File: src/rtl/i2c_master_transaction_sequencer_core_assert.svh
// Assertion macros shared by the I2C transaction sequencer modules.
`ifndef I2C_MASTER_TRANSACTION_SEQUENCER_CORE_ASSERT_SVH
`define I2C_MASTER_TRANSACTION_SEQUENCER_CORE_ASSERT_SVH

`ifndef SYNTHESIS
`define I2CMTS_ASSERT_IMP(name, clk, rst_n, ante, cons, msg) \
    name: assert property (@(posedge clk) disable iff (!rst_n) (ante) |-> (cons)) \
        else $error(msg);
`define I2CMTS_ASSERT_NXT(name, clk, rst_n, ante, cons, msg) \
    name: assert property (@(posedge clk) disable iff (!rst_n) (ante) |=> (cons)) \
        else $error(msg);
`else
`define I2CMTS_ASSERT_IMP(name, clk, rst_n, ante, cons, msg)
`define I2CMTS_ASSERT_NXT(name, clk, rst_n, ante, cons, msg)
`endif

`endif

File: src/rtl/i2cmts_pkg.sv
// Types, codes and constants of the I2C master transaction sequencer.
package i2cmts_pkg;

    localparam int BUFFER_DEPTH_DEF = 32;

    // Direction bit appended to the slave address for a read.
    localparam logic RD_BIT = 1'b1;

    typedef enum logic [1:0] {
        KIND_LOAD  = 2'd0,
        KIND_WRITE = 2'd1,
        KIND_READ  = 2'd2,
        KIND_EVENT = 2'd3
    } t_kind;

    typedef enum logic [1:0] {
        ST_OK       = 2'd0,
        ST_BUSY     = 2'd1,
        ST_TOO_LONG = 2'd2,
        ST_ZERO     = 2'd3
    } t_status;

    typedef enum logic [2:0] {
        CMD_NONE    = 3'd0,
        CMD_START   = 3'd1,
        CMD_SEND    = 3'd2,
        CMD_RESTART = 3'd3,
        CMD_STOP    = 3'd4,
        CMD_RECEIVE = 3'd5,
        CMD_ACK     = 3'd6,
        CMD_NACK    = 3'd7
    } t_cmd;

    typedef enum logic [2:0] {
        CMP_NONE    = 3'd0,
        CMP_WR_DONE = 3'd1,
        CMP_RD_DONE = 3'd2,
        CMP_WR_FAIL = 3'd3,
        CMP_RD_FAIL = 3'd4
    } t_comp;

    typedef enum logic [1:0] {
        MODE_IDLE  = 2'd0,
        MODE_WRITE = 2'd1,
        MODE_READ  = 2'd2
    } t_mode;

    typedef enum logic [3:0] {
        PH_IDLE    = 4'd0,
        PH_START   = 4'd1,
        PH_ADDR_W  = 4'd2,
        PH_DATA    = 4'd3,
        PH_RESTART = 4'd4,
        PH_ADDR_R  = 4'd5,
        PH_WAIT_RX = 4'd6,
        PH_ACK     = 4'd7,
        PH_NACK    = 4'd8,
        PH_STOP    = 4'd9,
        PH_ERROR   = 4'd10
    } t_phase;

    typedef enum logic [1:0] {
        CTL_IDLE  = 2'd0,
        CTL_EXEC  = 2'd1,
        CTL_DRAIN = 2'd2
    } t_ctl;

    typedef struct packed {
        logic [1:0] kind;
        logic [6:0] slave_address;
        logic [7:0] register_address;
        logic [7:0] length;
        logic [4:0] load_index;
        logic [7:0] load_byte;
        logic       ack_status;
        logic [7:0] received_byte;
    } t_in;

    typedef struct packed {
        logic [1:0] request_status;
        logic [2:0] bus_command;
        logic [7:0] transmit_byte;
        logic [2:0] completion;
        logic [5:0] received_count;
        logic [7:0] read_data;
        logic       last;
        logic       unexpected_event;
    } t_out;

    // Control from the sequencer to the buffer and output logic.
    typedef struct packed {
        logic emit;
        logic drain;
        logic load_wr;
        logic rx_wr;
        logic fetch_next;
    } t_seq_ctl;

endpackage

File: src/rtl/i2cmts_seq.sv
// Transaction state and per-step bus command generation.
`include "i2c_master_transaction_sequencer_core_assert.svh"

module i2cmts_seq #(
    parameter int BUFFER_DEPTH = i2cmts_pkg::BUFFER_DEPTH_DEF,
    localparam int PW = $clog2(BUFFER_DEPTH + 1)
) (
    input  logic                  i_clk,
    input  logic                  i_rst_n,
    input  logic                  i_ignore_nack,
    input  i2cmts_pkg::t_in       i_item,
    input  logic                  i_step,
    input  logic [7:0]            i_rdata,
    output i2cmts_pkg::t_out      o_res,
    output i2cmts_pkg::t_seq_ctl  o_ctl,
    output logic [PW-1:0]         o_pos
);

    i2cmts_pkg::t_mode   r_mode, n_mode;
    i2cmts_pkg::t_phase  r_phase, n_phase;
    logic [PW-1:0]       r_len, n_len;
    logic [PW-1:0]       r_pos, n_pos;
    logic [6:0]          r_addr, n_addr;
    logic [7:0]          r_reg, n_reg;

    logic                w_nack;
    logic [PW-1:0]       w_pos_inc;
    logic                w_more;
    logic                w_writing;
    i2cmts_pkg::t_status w_status;

    assign w_nack    = i_item.ack_status & ~i_ignore_nack;
    assign w_pos_inc = r_pos + PW'(1);
    assign w_more    = (w_pos_inc < r_len);
    assign w_writing = (r_mode == i2cmts_pkg::MODE_WRITE);
    assign o_pos     = r_pos;

    always_comb begin
        if (r_mode != i2cmts_pkg::MODE_IDLE) begin
            w_status = i2cmts_pkg::ST_BUSY;
        end else if (i_item.length > 8'(BUFFER_DEPTH)) begin
            w_status = i2cmts_pkg::ST_TOO_LONG;
        end else if (i_item.length == 8'd0) begin
            w_status = i2cmts_pkg::ST_ZERO;
        end else begin
            w_status = i2cmts_pkg::ST_OK;
        end
    end

    // Next transaction state, taken only when the top level commits a step.
    always_comb begin
        n_mode  = r_mode;
        n_phase = r_phase;
        n_len   = r_len;
        n_pos   = r_pos;
        n_addr  = r_addr;
        n_reg   = r_reg;
        case (i_item.kind)
            i2cmts_pkg::KIND_WRITE, i2cmts_pkg::KIND_READ: begin
                if (w_status == i2cmts_pkg::ST_OK) begin
                    n_mode  = (i_item.kind == i2cmts_pkg::KIND_READ) ?
                              i2cmts_pkg::MODE_READ : i2cmts_pkg::MODE_WRITE;
                    n_len   = PW'(i_item.length);
                    n_pos   = '0;
                    n_addr  = i_item.slave_address;
                    n_phase = i2cmts_pkg::PH_START;
                    if (i_item.kind == i2cmts_pkg::KIND_READ) begin
                        n_reg = i_item.register_address;
                    end
                end
            end
            i2cmts_pkg::KIND_EVENT: begin
                if (r_mode == i2cmts_pkg::MODE_IDLE) begin
                    n_phase = i2cmts_pkg::PH_IDLE;
                end else begin
                    case (r_phase)
                        i2cmts_pkg::PH_START: n_phase = i2cmts_pkg::PH_ADDR_W;
                        i2cmts_pkg::PH_ADDR_W: begin
                            n_phase = w_nack ? i2cmts_pkg::PH_ERROR : i2cmts_pkg::PH_DATA;
                        end
                        i2cmts_pkg::PH_DATA: begin
                            if (w_nack) begin
                                n_phase = i2cmts_pkg::PH_ERROR;
                            end else if (w_writing) begin
                                n_pos = w_pos_inc;
                                if (!w_more) begin
                                    n_phase = i2cmts_pkg::PH_STOP;
                                end
                            end else begin
                                n_phase = i2cmts_pkg::PH_RESTART;
                            end
                        end
                        i2cmts_pkg::PH_RESTART: n_phase = i2cmts_pkg::PH_ADDR_R;
                        i2cmts_pkg::PH_ADDR_R: begin
                            n_phase = w_nack ? i2cmts_pkg::PH_ERROR : i2cmts_pkg::PH_WAIT_RX;
                        end
                        i2cmts_pkg::PH_WAIT_RX: begin
                            n_pos   = w_pos_inc;
                            n_phase = w_more ? i2cmts_pkg::PH_ACK : i2cmts_pkg::PH_NACK;
                        end
                        i2cmts_pkg::PH_ACK:  n_phase = i2cmts_pkg::PH_WAIT_RX;
                        i2cmts_pkg::PH_NACK: n_phase = i2cmts_pkg::PH_STOP;
                        i2cmts_pkg::PH_STOP, i2cmts_pkg::PH_ERROR: begin
                            n_mode  = i2cmts_pkg::MODE_IDLE;
                            n_phase = i2cmts_pkg::PH_IDLE;
                        end
                        default: n_phase = i2cmts_pkg::PH_ERROR;
                    endcase
                end
            end
            default: ;
        endcase
    end

    // Result and buffer control for the current item.
    always_comb begin
        o_res            = '0;
        o_res.last       = 1'b1;
        o_ctl            = '0;
        o_ctl.emit       = 1'b1;
        o_ctl.fetch_next = (r_phase == i2cmts_pkg::PH_DATA);
        case (i_item.kind)
            i2cmts_pkg::KIND_LOAD: begin
                o_ctl.emit    = 1'b0;
                o_ctl.load_wr = (r_mode == i2cmts_pkg::MODE_IDLE);
            end
            i2cmts_pkg::KIND_WRITE, i2cmts_pkg::KIND_READ: begin
                o_res.request_status = w_status;
                o_res.bus_command    = (w_status == i2cmts_pkg::ST_OK) ?
                                       i2cmts_pkg::CMD_START : i2cmts_pkg::CMD_NONE;
            end
            default: begin
                if (r_mode == i2cmts_pkg::MODE_IDLE) begin
                    o_res.unexpected_event = (r_phase != i2cmts_pkg::PH_ERROR);
                end else begin
                    case (r_phase)
                        i2cmts_pkg::PH_START: begin
                            o_res.bus_command   = i2cmts_pkg::CMD_SEND;
                            o_res.transmit_byte = {r_addr, 1'b0};
                        end
                        i2cmts_pkg::PH_ADDR_W: begin
                            if (w_nack) begin
                                o_res.bus_command = i2cmts_pkg::CMD_STOP;
                            end else begin
                                o_res.bus_command   = i2cmts_pkg::CMD_SEND;
                                o_res.transmit_byte = w_writing ? i_rdata : r_reg;
                            end
                        end
                        i2cmts_pkg::PH_DATA: begin
                            if (w_nack) begin
                                o_res.bus_command = i2cmts_pkg::CMD_STOP;
                            end else if (w_writing) begin
                                if (w_more) begin
                                    o_res.bus_command   = i2cmts_pkg::CMD_SEND;
                                    o_res.transmit_byte = i_rdata;
                                end else begin
                                    o_res.bus_command = i2cmts_pkg::CMD_STOP;
                                end
                            end else begin
                                o_res.bus_command = i2cmts_pkg::CMD_RESTART;
                            end
                        end
                        i2cmts_pkg::PH_RESTART: begin
                            o_res.bus_command   = i2cmts_pkg::CMD_SEND;
                            o_res.transmit_byte = {r_addr, i2cmts_pkg::RD_BIT};
                        end
                        i2cmts_pkg::PH_ADDR_R: begin
                            o_res.bus_command = w_nack ? i2cmts_pkg::CMD_STOP :
                                                i2cmts_pkg::CMD_RECEIVE;
                        end
                        i2cmts_pkg::PH_WAIT_RX: begin
                            o_ctl.rx_wr       = 1'b1;
                            o_res.bus_command = w_more ? i2cmts_pkg::CMD_ACK :
                                                i2cmts_pkg::CMD_NACK;
                        end
                        i2cmts_pkg::PH_ACK:  o_res.bus_command = i2cmts_pkg::CMD_RECEIVE;
                        i2cmts_pkg::PH_NACK: o_res.bus_command = i2cmts_pkg::CMD_STOP;
                        i2cmts_pkg::PH_STOP, i2cmts_pkg::PH_ERROR: begin
                            if (r_mode == i2cmts_pkg::MODE_READ &&
                                r_phase == i2cmts_pkg::PH_STOP) begin
                                // A successful read hands the buffer to the read-out.
                                if (r_pos == '0) begin
                                    o_res.completion = i2cmts_pkg::CMP_RD_DONE;
                                end else begin
                                    o_ctl.drain = 1'b1;
                                    o_ctl.emit  = 1'b0;
                                end
                            end else if (w_writing) begin
                                o_res.completion = (r_phase == i2cmts_pkg::PH_ERROR) ?
                                    i2cmts_pkg::CMP_WR_FAIL : i2cmts_pkg::CMP_WR_DONE;
                            end else begin
                                o_res.completion = (r_phase == i2cmts_pkg::PH_ERROR) ?
                                    i2cmts_pkg::CMP_RD_FAIL : i2cmts_pkg::CMP_RD_DONE;
                            end
                        end
                        default: o_res.bus_command = i2cmts_pkg::CMD_STOP;
                    endcase
                end
            end
        endcase
    end

    always_ff @(posedge i_clk) begin
        if (!i_rst_n) begin
            r_mode  <= i2cmts_pkg::MODE_IDLE;
            r_phase <= i2cmts_pkg::PH_IDLE;
            r_len   <= '0;
            r_pos   <= '0;
            r_addr  <= '0;
            r_reg   <= '0;
        end else if (i_step) begin
            r_mode  <= n_mode;
            r_phase <= n_phase;
            r_len   <= n_len;
            r_pos   <= n_pos;
            r_addr  <= n_addr;
            r_reg   <= n_reg;
        end
    end

    `I2CMTS_ASSERT_IMP(a_idle_phase, i_clk, i_rst_n, r_mode == i2cmts_pkg::MODE_IDLE, r_phase == i2cmts_pkg::PH_IDLE, "phase active without a transaction")
    `I2CMTS_ASSERT_IMP(a_pos_in_len, i_clk, i_rst_n, 1'b1, r_pos <= r_len, "byte position past transfer length")
    `I2CMTS_ASSERT_IMP(a_drain_read, i_clk, i_rst_n, o_ctl.drain, r_mode == i2cmts_pkg::MODE_READ, "read-out requested outside a read")

endmodule

File: src/rtl/i2c_master_transaction_sequencer_core.sv
// Top level of the I2C master transaction sequencer with the byte buffer memory.
//
//  Channel  Direction  Handshake       Payload
//  cfg      in         valid / ready   ignore_nack (1 bit)
//  in       in         valid / stall   i2cmts_pkg::t_in
//  out      out        valid / stall   i2cmts_pkg::t_out
//
// An item is executed in the cycle after it is taken when the output register is free;
// execution waits while an earlier result is stalled. The buffer is a single memory
// with a registered read; the byte for a send is fetched in the cycle the item is taken,
// and a read completion emits its n bytes at one per cycle while the output is not stalled.
// Reset is synchronous and clears control state only; the buffer is not cleared.
`include "i2c_master_transaction_sequencer_core_assert.svh"

module i2c_master_transaction_sequencer_core #(
    parameter int BUFFER_DEPTH = i2cmts_pkg::BUFFER_DEPTH_DEF
) (
    input  logic              i_clk,
    input  logic              i_rst_n,
    input  logic              i_cfg_valid,
    output logic              o_cfg_ready,
    input  logic              i_cfg_data,
    input  logic              i_in_valid,
    output logic              o_in_stall,
    input  i2cmts_pkg::t_in   i_in_data,
    output logic              o_out_valid,
    input  logic              i_out_stall,
    output i2cmts_pkg::t_out  o_out_data
);

    localparam int AW = (BUFFER_DEPTH > 1) ? $clog2(BUFFER_DEPTH) : 1;
    localparam int PW = $clog2(BUFFER_DEPTH + 1);

    i2cmts_pkg::t_ctl     r_ctl, n_ctl;
    i2cmts_pkg::t_in      r_item;
    logic                 r_ignore_nack;
    logic [7:0]           r_mem [BUFFER_DEPTH];
    logic [7:0]           r_rdata;
    logic                 r_ovalid;
    i2cmts_pkg::t_out     r_out;
    logic [PW-1:0]        r_didx;
    logic [PW-1:0]        r_dcount;

    i2cmts_pkg::t_out     w_res;
    i2cmts_pkg::t_seq_ctl w_ctl;
    logic [PW-1:0]        w_pos;
    logic [PW-1:0]        w_fetch;
    logic                 w_accept;
    logic                 w_out_free;
    logic                 w_exec_go;
    logic                 w_drain_load;
    logic                 w_drain_last;
    logic [AW-1:0]        w_raddr;
    logic                 w_we;
    logic [AW-1:0]        w_waddr;
    logic [7:0]           w_wdata;

    i2cmts_seq #(
        .BUFFER_DEPTH (BUFFER_DEPTH)
    ) u_seq (
        .i_clk         (i_clk),
        .i_rst_n       (i_rst_n),
        .i_ignore_nack (r_ignore_nack),
        .i_item        (r_item),
        .i_step        (w_exec_go),
        .i_rdata       (r_rdata),
        .o_res         (w_res),
        .o_ctl         (w_ctl),
        .o_pos         (w_pos)
    );

    assign o_cfg_ready  = 1'b1;
    assign o_out_valid  = r_ovalid;
    assign o_out_data   = r_out;

    assign w_accept     = i_in_valid && !o_in_stall;
    assign w_out_free   = !r_ovalid || !i_out_stall;
    assign w_exec_go    = (r_ctl == i2cmts_pkg::CTL_EXEC) && (!w_ctl.emit || w_out_free);
    assign w_drain_load = (r_ctl == i2cmts_pkg::CTL_DRAIN) && w_out_free;
    assign w_drain_last = (r_didx + PW'(1) == r_dcount);
    assign w_fetch      = w_ctl.fetch_next ? w_pos + PW'(1) : w_pos;

    always_comb begin
        n_ctl = r_ctl;
        case (r_ctl)
            i2cmts_pkg::CTL_IDLE: begin
                if (w_accept) begin
                    n_ctl = i2cmts_pkg::CTL_EXEC;
                end
            end
            i2cmts_pkg::CTL_EXEC: begin
                if (w_exec_go) begin
                    n_ctl = w_ctl.drain ? i2cmts_pkg::CTL_DRAIN : i2cmts_pkg::CTL_IDLE;
                end
            end
            i2cmts_pkg::CTL_DRAIN: begin
                if (w_drain_load && w_drain_last) begin
                    n_ctl = i2cmts_pkg::CTL_IDLE;
                end
            end
            default: n_ctl = i2cmts_pkg::CTL_IDLE;
        endcase
    end

    always_comb begin
        o_in_stall = (r_ctl != i2cmts_pkg::CTL_IDLE);
        case (r_ctl)
            i2cmts_pkg::CTL_DRAIN: begin
                // Run the read address one byte ahead whenever the output moves.
                w_raddr = w_drain_load ? AW'(r_didx + PW'(1)) : AW'(r_didx);
            end
            i2cmts_pkg::CTL_EXEC: begin
                w_raddr = (w_exec_go && w_ctl.drain) ? '0 : AW'(w_fetch);
            end
            default: w_raddr = AW'(w_fetch);
        endcase
        w_we    = w_exec_go &&
                  ((w_ctl.load_wr && (7'(r_item.load_index) < 7'(BUFFER_DEPTH))) ||
                   (w_ctl.rx_wr && (w_pos < PW'(BUFFER_DEPTH))));
        w_waddr = w_ctl.load_wr ? AW'(r_item.load_index) : AW'(w_pos);
        w_wdata = w_ctl.load_wr ? r_item.load_byte : r_item.received_byte;
    end

    always_ff @(posedge i_clk) begin
        if (w_we) begin
            r_mem[w_waddr] <= w_wdata;
        end
        r_rdata <= r_mem[w_raddr];
    end

    always_ff @(posedge i_clk) begin
        if (!i_rst_n) begin
            r_ctl         <= i2cmts_pkg::CTL_IDLE;
            r_ignore_nack <= 1'b0;
            r_ovalid      <= 1'b0;
            r_didx        <= '0;
            r_dcount      <= '0;
        end else begin
            r_ctl <= n_ctl;
            if (i_cfg_valid && o_cfg_ready) begin
                r_ignore_nack <= i_cfg_data;
            end
            if ((w_exec_go && w_ctl.emit) || w_drain_load) begin
                r_ovalid <= 1'b1;
            end else if (!i_out_stall) begin
                r_ovalid <= 1'b0;
            end
            if (w_exec_go && w_ctl.drain) begin
                r_didx   <= '0;
                r_dcount <= w_pos;
            end else if (w_drain_load) begin
                r_didx <= r_didx + PW'(1);
            end
        end
    end

    always_ff @(posedge i_clk) begin
        if (w_accept) begin
            r_item <= i_in_data;
        end
        if (w_exec_go && w_ctl.emit) begin
            r_out <= w_res;
        end else if (w_drain_load) begin
            r_out <= '{i2cmts_pkg::ST_OK, i2cmts_pkg::CMD_NONE, 8'h00,
                       i2cmts_pkg::CMP_RD_DONE, 6'(r_dcount), r_rdata, w_drain_last, 1'b0};
        end
    end

    `I2CMTS_ASSERT_NXT(a_accept_exec, i_clk, i_rst_n, w_accept,
                       r_ctl == i2cmts_pkg::CTL_EXEC, "taken item not executed next cycle")
    `I2CMTS_ASSERT_IMP(a_drain_range, i_clk, i_rst_n, r_ctl == i2cmts_pkg::CTL_DRAIN,
                       r_didx < r_dcount, "read-out index past received count")
    `I2CMTS_ASSERT_NXT(a_exec_free, i_clk, i_rst_n,
                       r_ctl == i2cmts_pkg::CTL_EXEC && !r_ovalid,
                       r_ctl != i2cmts_pkg::CTL_EXEC, "execution held with a free output")

endmodule
File: config.mk
export PLATFORM = sky130hd
export DESIGN_NAME = i2c_master_transaction_sequencer_core
export DESIGN_NICKNAME = d
export VERILOG_FILES = /design/src/rtl/i2cmts_pkg.sv /design/src/rtl/i2cmts_seq.sv /design/src/rtl/i2c_master_transaction_sequencer_core.sv
export VERILOG_INCLUDE_DIRS = /design/src /design/src/rtl
export SDC_FILE = /design/constraint.sdc
export NUM_CORES = 1
export LEC_CHECK = 0
export BUFFER_PORTS_ARGS = -buffer_cell sky130_fd_sc_hd__buf_2
export CAP_MARGIN = 0
export CELL_PAD_IN_SITES_DETAIL_PLACEMENT = 0
export CELL_PAD_IN_SITES_GLOBAL_PLACEMENT = 2
export CORE_MARGIN = 2
export CORE_UTILIZATION = 38
export CTS_CLUSTER_SIZE = 25
export DETAILED_ROUTE_END_ITERATION = 16
export PLACE_DENSITY = 0.79
export SYNTH_ARGS = -nofsm -noshare
export SYNTH_HDL_FRONTEND = slang
export SYNTH_SLANG_ARGS = --single-unit
File: constraint.sdc
create_clock -name i_clk -period 2.9 [get_ports i_clk]
set_clock_uncertainty 0.05 [all_clocks]
set_input_delay 0.29 -clock i_clk [delete_from_list [all_inputs] [get_ports i_clk]]
set_output_delay 0.29 -clock i_clk [all_outputs]
set_load 0.1 [all_outputs]
Yosys cells after proc, flatten, opt, wreduce, memory -nomap -nowiden
Memories as Yosys holds them, arrays and structs flattened. A register that Yosys moved wholly into a read port is not among the register bits.
Index checks and enable logic that the tools add are counted.
{ "word_totals": {"in_bits": 53, "out_inout_bits": 35, "n_memories": 1, "ff_bits": 128, "mem_bits_rw": 256} }
{ "memory_table": {"columns": ["memory", "depth", "width", "rd", "rd_clocked_by_memory_dff", "wr", "line", "rtl"], "rows": [
  ["r_mem", 32, 8, 1, 1, 1, "i2c_master_transaction_sequencer_core.sv:37", "logic [7:0] r_mem [BUFFER_DEPTH];"]
]} }
{ "op_classes": {"eq_ne": 30, "n_bitwise": 3, "muxes": 77, "n_reduce_logical": 38, "addsub": 2, "n_lt_le_gt_ge": 3} }
{ "ops": {"columns": ["cell", "n"], "rows": [
  ["$mux 32", 2],
  ["$mux 8", 6],
  ["$mux 2", 18],
  ["$pmux 4 s9", 1],
  ["$mux 4", 8],
  ["$pmux 8 s4", 1],
  ["$mux 3", 8],
  ["$mux 6", 4],
  ["$pmux 6 s2", 2],
  ["$pmux 3 s7", 1],
  ["$mux 5", 4],
  ["$eq 4x3->1 const B", 4],
  ["$mux 1", 14],
  ["$mux 14", 1],
  ["$add 6x1->6 const B", 2],
  ["$eq 4x4->1 const B", 3],
  ["$mux 11", 1],
  ["$pmux 5 s2", 1],
  ["$logic_and 1x1->1", 9],
  ["$eq 2x2->1 const B", 4],
  ["$eq 4x2->1 const B", 2],
  ["$gt 8x6->1 const B", 1],
  ["$logic_not 2->1", 4],
  ["$logic_not 8->1", 1],
  ["28 further kinds", 51]
]} }

Depth between registers and ports, before layout
{ "depth": {"depth_word": 12, "mapped_depth": 12, "ltp_nobuf": 11} }

Hierarchy
A second synthesis with hierarchy kept.
{ "unflattened": {"hier_cells": 1353, "hier_area_um2": 16786.1} }
{ "modules_own_cells": {"columns": ["module", "cells_per_inst", "area_each_um2", "n_inst"], "rows": [
  ["i2c_master_transaction_sequencer_core", 1012, 14241.2, 1],
  ["i2cmts_seq", 341, 2544.9, 1]
]} }

Worst setup path after synthesis
Ideal clock, no wire load.
{ "synth_timing": {"path_type": "reg2reg", "from": "register r_ovalid, in the netlist o_out_valid", "to": "register r_out (netlist bit o_out_data[0]), enable pin", "n_path_buf": 1, "setup_ns": 0.372, "path_slack_ns": -0.141, "t_arrival_ns": 2.619, "stages_incl_launch_ff": 7, "required_time_ns": 2.478, "period_less_slack_ns": 3.041, "path_cell_list": "dfxtp_1 nand2_1 a311oi_1 nand2b_1 or3_1 clkbuf_1 nand2_1"} }
{ "synth_between": {"elab_chain_len": 6, "word_cells_on_any_way": 7, "classes_between": "7 x reduce/logical"} }
{ "synth_rtl": {"columns": ["element", "line", "rtl"], "rows": [
  ["start: declaration", "i2c_master_transaction_sequencer_core.sv:39", "logic r_ovalid;"],
  ["start signal: assignment", "i2c_master_transaction_sequencer_core.sv:135", "r_ovalid <= 1'b0;"],
  ["start signal: assignment", "i2c_master_transaction_sequencer_core.sv:144", "r_ovalid <= 1'b1;"],
  ["start signal: assignment", "i2c_master_transaction_sequencer_core.sv:146", "r_ovalid <= 1'b0;"],
  ["$logic_not 1->1 (*)", "i2c_master_transaction_sequencer_core.sv:77", "assign w_out_free = !r_ovalid || !i_out_stall;"],
  ["$logic_or 1x1->1 (*)", "i2c_master_transaction_sequencer_core.sv:77", null],
  ["$logic_or 1x1->1", "i2c_master_transaction_sequencer_core.sv:78", "assign w_exec_go = (r_ctl == i2cmts_pkg::CTL_EXEC) && (!w_ctl.emit || w_out_free);"],
  ["$logic_and 1x1->1", "i2c_master_transaction_sequencer_core.sv:78", null],
  ["$logic_and 1x1->1", "i2c_master_transaction_sequencer_core.sv:161", "if (w_exec_go && w_ctl.emit) begin"],
  ["$reduce_bool 2->1 (no line) (*)", null, null],
  ["end signal: assignment", "i2c_master_transaction_sequencer_core.sv:162", "r_out <= w_res;"],
  ["end signal: assignment", "i2c_master_transaction_sequencer_core.sv:164", "r_out <= '{i2cmts_pkg::ST_OK, i2cmts_pkg::CMD_NONE, 8'h00,"],
  ["end: declaration", "i2c_master_transaction_sequencer_core.sv:40", "i2cmts_pkg::t_out r_out;"]
]} }
Every way passes the cells marked *; elsewhere a longest branch is shown, timed or not.
A chain may end at the register's enable or synchronous reset.

Worst setup path after layout
{ "layout_timing": {"from": "register u_seq.r_pos[2], in the netlist u_seq.o_pos[2]", "to": "register r_rdata[6] (read register of r_mem)"} }
{ "layout_between": {"elab_chain_len": 12, "word_cells_on_any_way": 15, "classes_between": "1 x add/sub; 9 x mux; 5 x reduce/logical"} }
{ "layout_rtl": {"columns": ["element", "line", "rtl"], "rows": [
  ["start: declaration", "i2cmts_seq.sv:22", "logic [PW-1:0] r_pos, n_pos;"],
  ["start signal: assignment", "i2cmts_seq.sv:215", "r_pos <= n_pos;"],
  ["$logic_not 6->1", "i2cmts_seq.sv:182", "if (r_pos == '0) begin"],
  ["$mux 2", "i2cmts_seq.sv:182", null],
  ["$mux 2", "i2cmts_seq.sv:179", "if (r_mode == i2cmts_pkg::MODE_READ &&"],
  ["$mux 2", "i2cmts_seq.sv:136", "case (r_phase)"],
  ["$mux 2", "i2cmts_seq.sv:133", "if (r_mode == i2cmts_pkg::MODE_IDLE) begin"],
  ["$pmux 1 s2", "i2cmts_seq.sv:122", "case (i_item.kind)"],
  ["$logic_not 1->1", "i2c_master_transaction_sequencer_core.sv:78", null],
  ["$logic_or 1x1->1", "i2c_master_transaction_sequencer_core.sv:78", null],
  ["$logic_and 1x1->1", "i2c_master_transaction_sequencer_core.sv:78", null],
  ["$logic_and 1x1->1", "i2c_master_transaction_sequencer_core.sv:113", "w_raddr = (w_exec_go && w_ctl.drain) ? '0 : AW'(w_fetch);"],
  ["$mux 5", "i2c_master_transaction_sequencer_core.sv:113", null],
  ["$pmux 5 s2 (*)", "i2c_master_transaction_sequencer_core.sv:107", "case (r_ctl)"],
  ["end: declaration", "i2c_master_transaction_sequencer_core.sv:38", "logic [7:0] r_rdata;"]
]} }
Marked as above.

==> results.toml <==
[status]
status = "finished clean"

[timing]
fin_ws_ns = 0.0749
hold_slack_ns = 0.0767
post-route-min-period_ns = 2.83
hold_viol_final = 0
finalSetupTns_ns = 0
setup_viol = 0
fmax_ghz = 0.354
slew_headroom_pct = 44.6
rsz0062_at_grt = "true"
period_share_pct = 97.4
finalMaxSlewViolations = 0
worstMarginPinSlew_ns = 0.830

[synthesis]
synth_fp_nets = 1473
synth.largest_area_cell = "edfxtp_1"
synth_cells = 1405
synth_area_mm2 = 0.0171
synth_edf_count = 320
syn_area_per_cell_um2 = 12.2
synth_seq_area_share_pct = 64.5
async_flop_share_pct = 0
yosys_most_used_dff = "edfxtp_1"
ys_warn_count = 0
postSynthRegisterBits = 392
yosys-top-cells-area = "edfxtp_1, dfxtp_1, a211oi_1"
synth_common_cells = "edfxtp_1, nand2_1, a211oi_1, nor2_1, inv_1"
yosysMostFrequentCell = "edfxtp_1"
synth_top_area_share_pct = 56.1
ys_types = 71

[pwr]
vdd_drop_max_uv = 476
power_density_mw_per_mm2 = 599
power.static_leakage_nw = 7.95

[critical_path]
required_ns = 3.34
reg2reg_depth = 10
worstPathMaxFanout = 18
r2r-start = "u_seq.o_pos[2]"
reg2reg_to = "r_rdata[6]"
start_kind = "flip-flop"
cp_data_arrival_time_ns = 3.27
critPathCaptureType = "flip-flop"
rrSetupSlack_ns = 0.07
criticalPathCategory = "reg2reg"

[hold_path]
worstHoldStart = "i_out_stall"
hold_depth = 3
worstHoldEndpoint = "o_out_valid"
hold_path.class = "in2reg"

[floorplanning]
ioPinCount = 88
rows = 77
die_height_um = 216
coreArea_mm2 = 0.0443
die_area_mm2 = 0.0468
die_x_um = 216
start_util_pct = 38.7

[cts]
clk_latency_ns = 0.57
path_clk_slew_ns = 0.06
cts_tree = "done"
numCtsBuffers = 43
clock-sinks = 392
clockRootBuffer = "clkbuf_16"
clock_path_buffers = 3
htree_levels = 2

[placement]
post-place-ws_ns = -0.137
place_hpwl_um = 31900
io_buffers = 86
post_dp_cell_area_mm2 = 0.0192
gp_congestion = 0.879
dp_cells = 2124

[flow_run]
drv_cap = 0

[finish]
max_flop_register = "r_mem"
diodes = 0
fin_nets = 1708
largest_reg_flops = 256
fin_area_mm2 = 0.0215
fin_cells = 2267
layout-drive-gt1-share_pct = 21.1
syn_to_final_growth_pct = 25.6

[detailed_routing]
wl_per_cell_um = 22.0
drtPass1Iterations = 7
routed_wl_um = 49800
via_per_inst = 5.41
vias = 12300
antenna_left = 0
post-route-drc-count = 0
drt_iter0_markers = 954

[global_route]
grt_overflow_total = 0
first_global_vias = 11900
grt_usage_pct = 20.7
grt_pass1_wl_um = 73200
antenna_found_initial = 0
grt_max_degree = 59
==> what timing repair did <==
action | 4_1_cts | 5_1_grt
hold endpoints to repair | 48 | 0
setup buffers | 0 | 7
pin swaps | 0 | 12
setup endpoints to repair | 2 | 241
resized for setup | 2 | 34
hold buffers | 49 | 0
gates cloned | 0 | 7
==> worst max path at each step <==
stage / start / endpoint / slack [ns] / cells past startpoint
6_report: u_seq.o_pos[2] / r_rdata[6] / 0.07 / 10
5_1_grt: u_seq.o_pos[0] / r_rdata[0] / -0.001 / 10
4_1_cts: r_item[46] / r_rdata[6] / -0.01 / 10
3_5_place_dp: r_item[46] / r_rdata[6] / -0.14 / 12
3_3_place_gp: r_item[46] / r_rdata[6] / -0.09 / 12
2_1_floorplan: r_item[46] / o_out_data[0] / 0.15 / 9
==> cell type report <==
class	count	area, um^2
Sequential cell	392	11100
Inverter	78	293
Timing Repair Buffer	281	2360
Fill cell	3968	22800
Clock inverter	20	282
Tap cell	592	741
Multi-Input combinational cell	844	5580
Clock buffer	60	1210
==> critical path: stages, from the launching register on <==
cell and delay [ns]:
dfxtp_1 0.38, nor2_1 0.26, nand3_1 0.27, a31oi_4 0.36, a21o_2 0.28, buf_12 0.19
buf_12 0.15, a211oi_1 0.08, o21ai_1 0.33, o2111ai_1 0.23, a211oi_2 0.18
==> report_power, final <==
group          switching (mW)  total [mW]  internal, mW
clock                    2.27        5.75          3.48
combinational           0.593       0.847         0.254
sequential             0.0529        6.29          6.24
==> routing by layer <==
metal	GRT usage (%)	share of wire, %	vias to the layer above
li1	-	-	5739
met1	27.3	43	6006
met4	8.84	4.0	0
met3	3.44	6.2	105
met2	33.7	47	409
met5	0	0	-
==> placed cells by master, fill, tap and decap left out, types with 12 or more instances in the layout <==
| cell type | synthesis | routed |
|---|---|---|
| nor2b_1 | 29 | 29 |
| a21oi_1 | 48 | 46 |
| nor2_1 | 81 | 81 |
| dfxtp_1 | 72 | 66 |
| nand2_1 | 150 | 149 |
| a32oi_1 | 16 | 14 |
| o211ai_1 | 18 | 18 |
| clkbuf_16 | 0 | 52 |
| buf_2 | 27 | 86 |
| mux2i_1 | 55 | 54 |
| buf_12 | 0 | 15 |
| xnor2_1 | 15 | 15 |
| o2111ai_1 | 16 | 16 |
| ha_1 | 15 | 14 |
| clkbuf_1 | 55 | 12 |
| o21ai_1 | 16 | 17 |
| and3_1 | 43 | 41 |
| a211oi_1 | 123 | 120 |
| nand2b_1 | 12 | 12 |
| dlygate4sd3_1 | 0 | 49 |
| edfxtp_1 | 320 | 320 |
| nor3_1 | 21 | 19 |
| inv_1 | 77 | 77 |
| buf_4 | 3 | 119 |
| o21ai_0 | 37 | 34 |
| nand3_1 | 30 | 30 |
==> cell families (layout without fill, tap and decap cells) <==
group / count (synthesis) / count (layout) / synth area share, %
simple gates: 396 / 396 / 10.9
flops: 392 / 392 / 64.5
compound gates: 343 / 343 / 14.3
buf+inv: 169 / 439 / 3.96
mux: 65 / 65 / 3.87
xor+xnor: 24 / 24 / 1.27
fa+ha+maj: 15 / 15 / 1.10
other cells: 1 / 1 / 0.0219
==> metrics by stage <==
step           power [mW]  util, %
6_report             12.9     48.6
5_1_grt              13.3     48.6
4_1_cts              13.0     47.7
3_5_place_dp         7.19     43.3
3_3_place_gp         7.18     43.3
2_1_floorplan        6.84        -
Power figures use the tool's default switching activity.
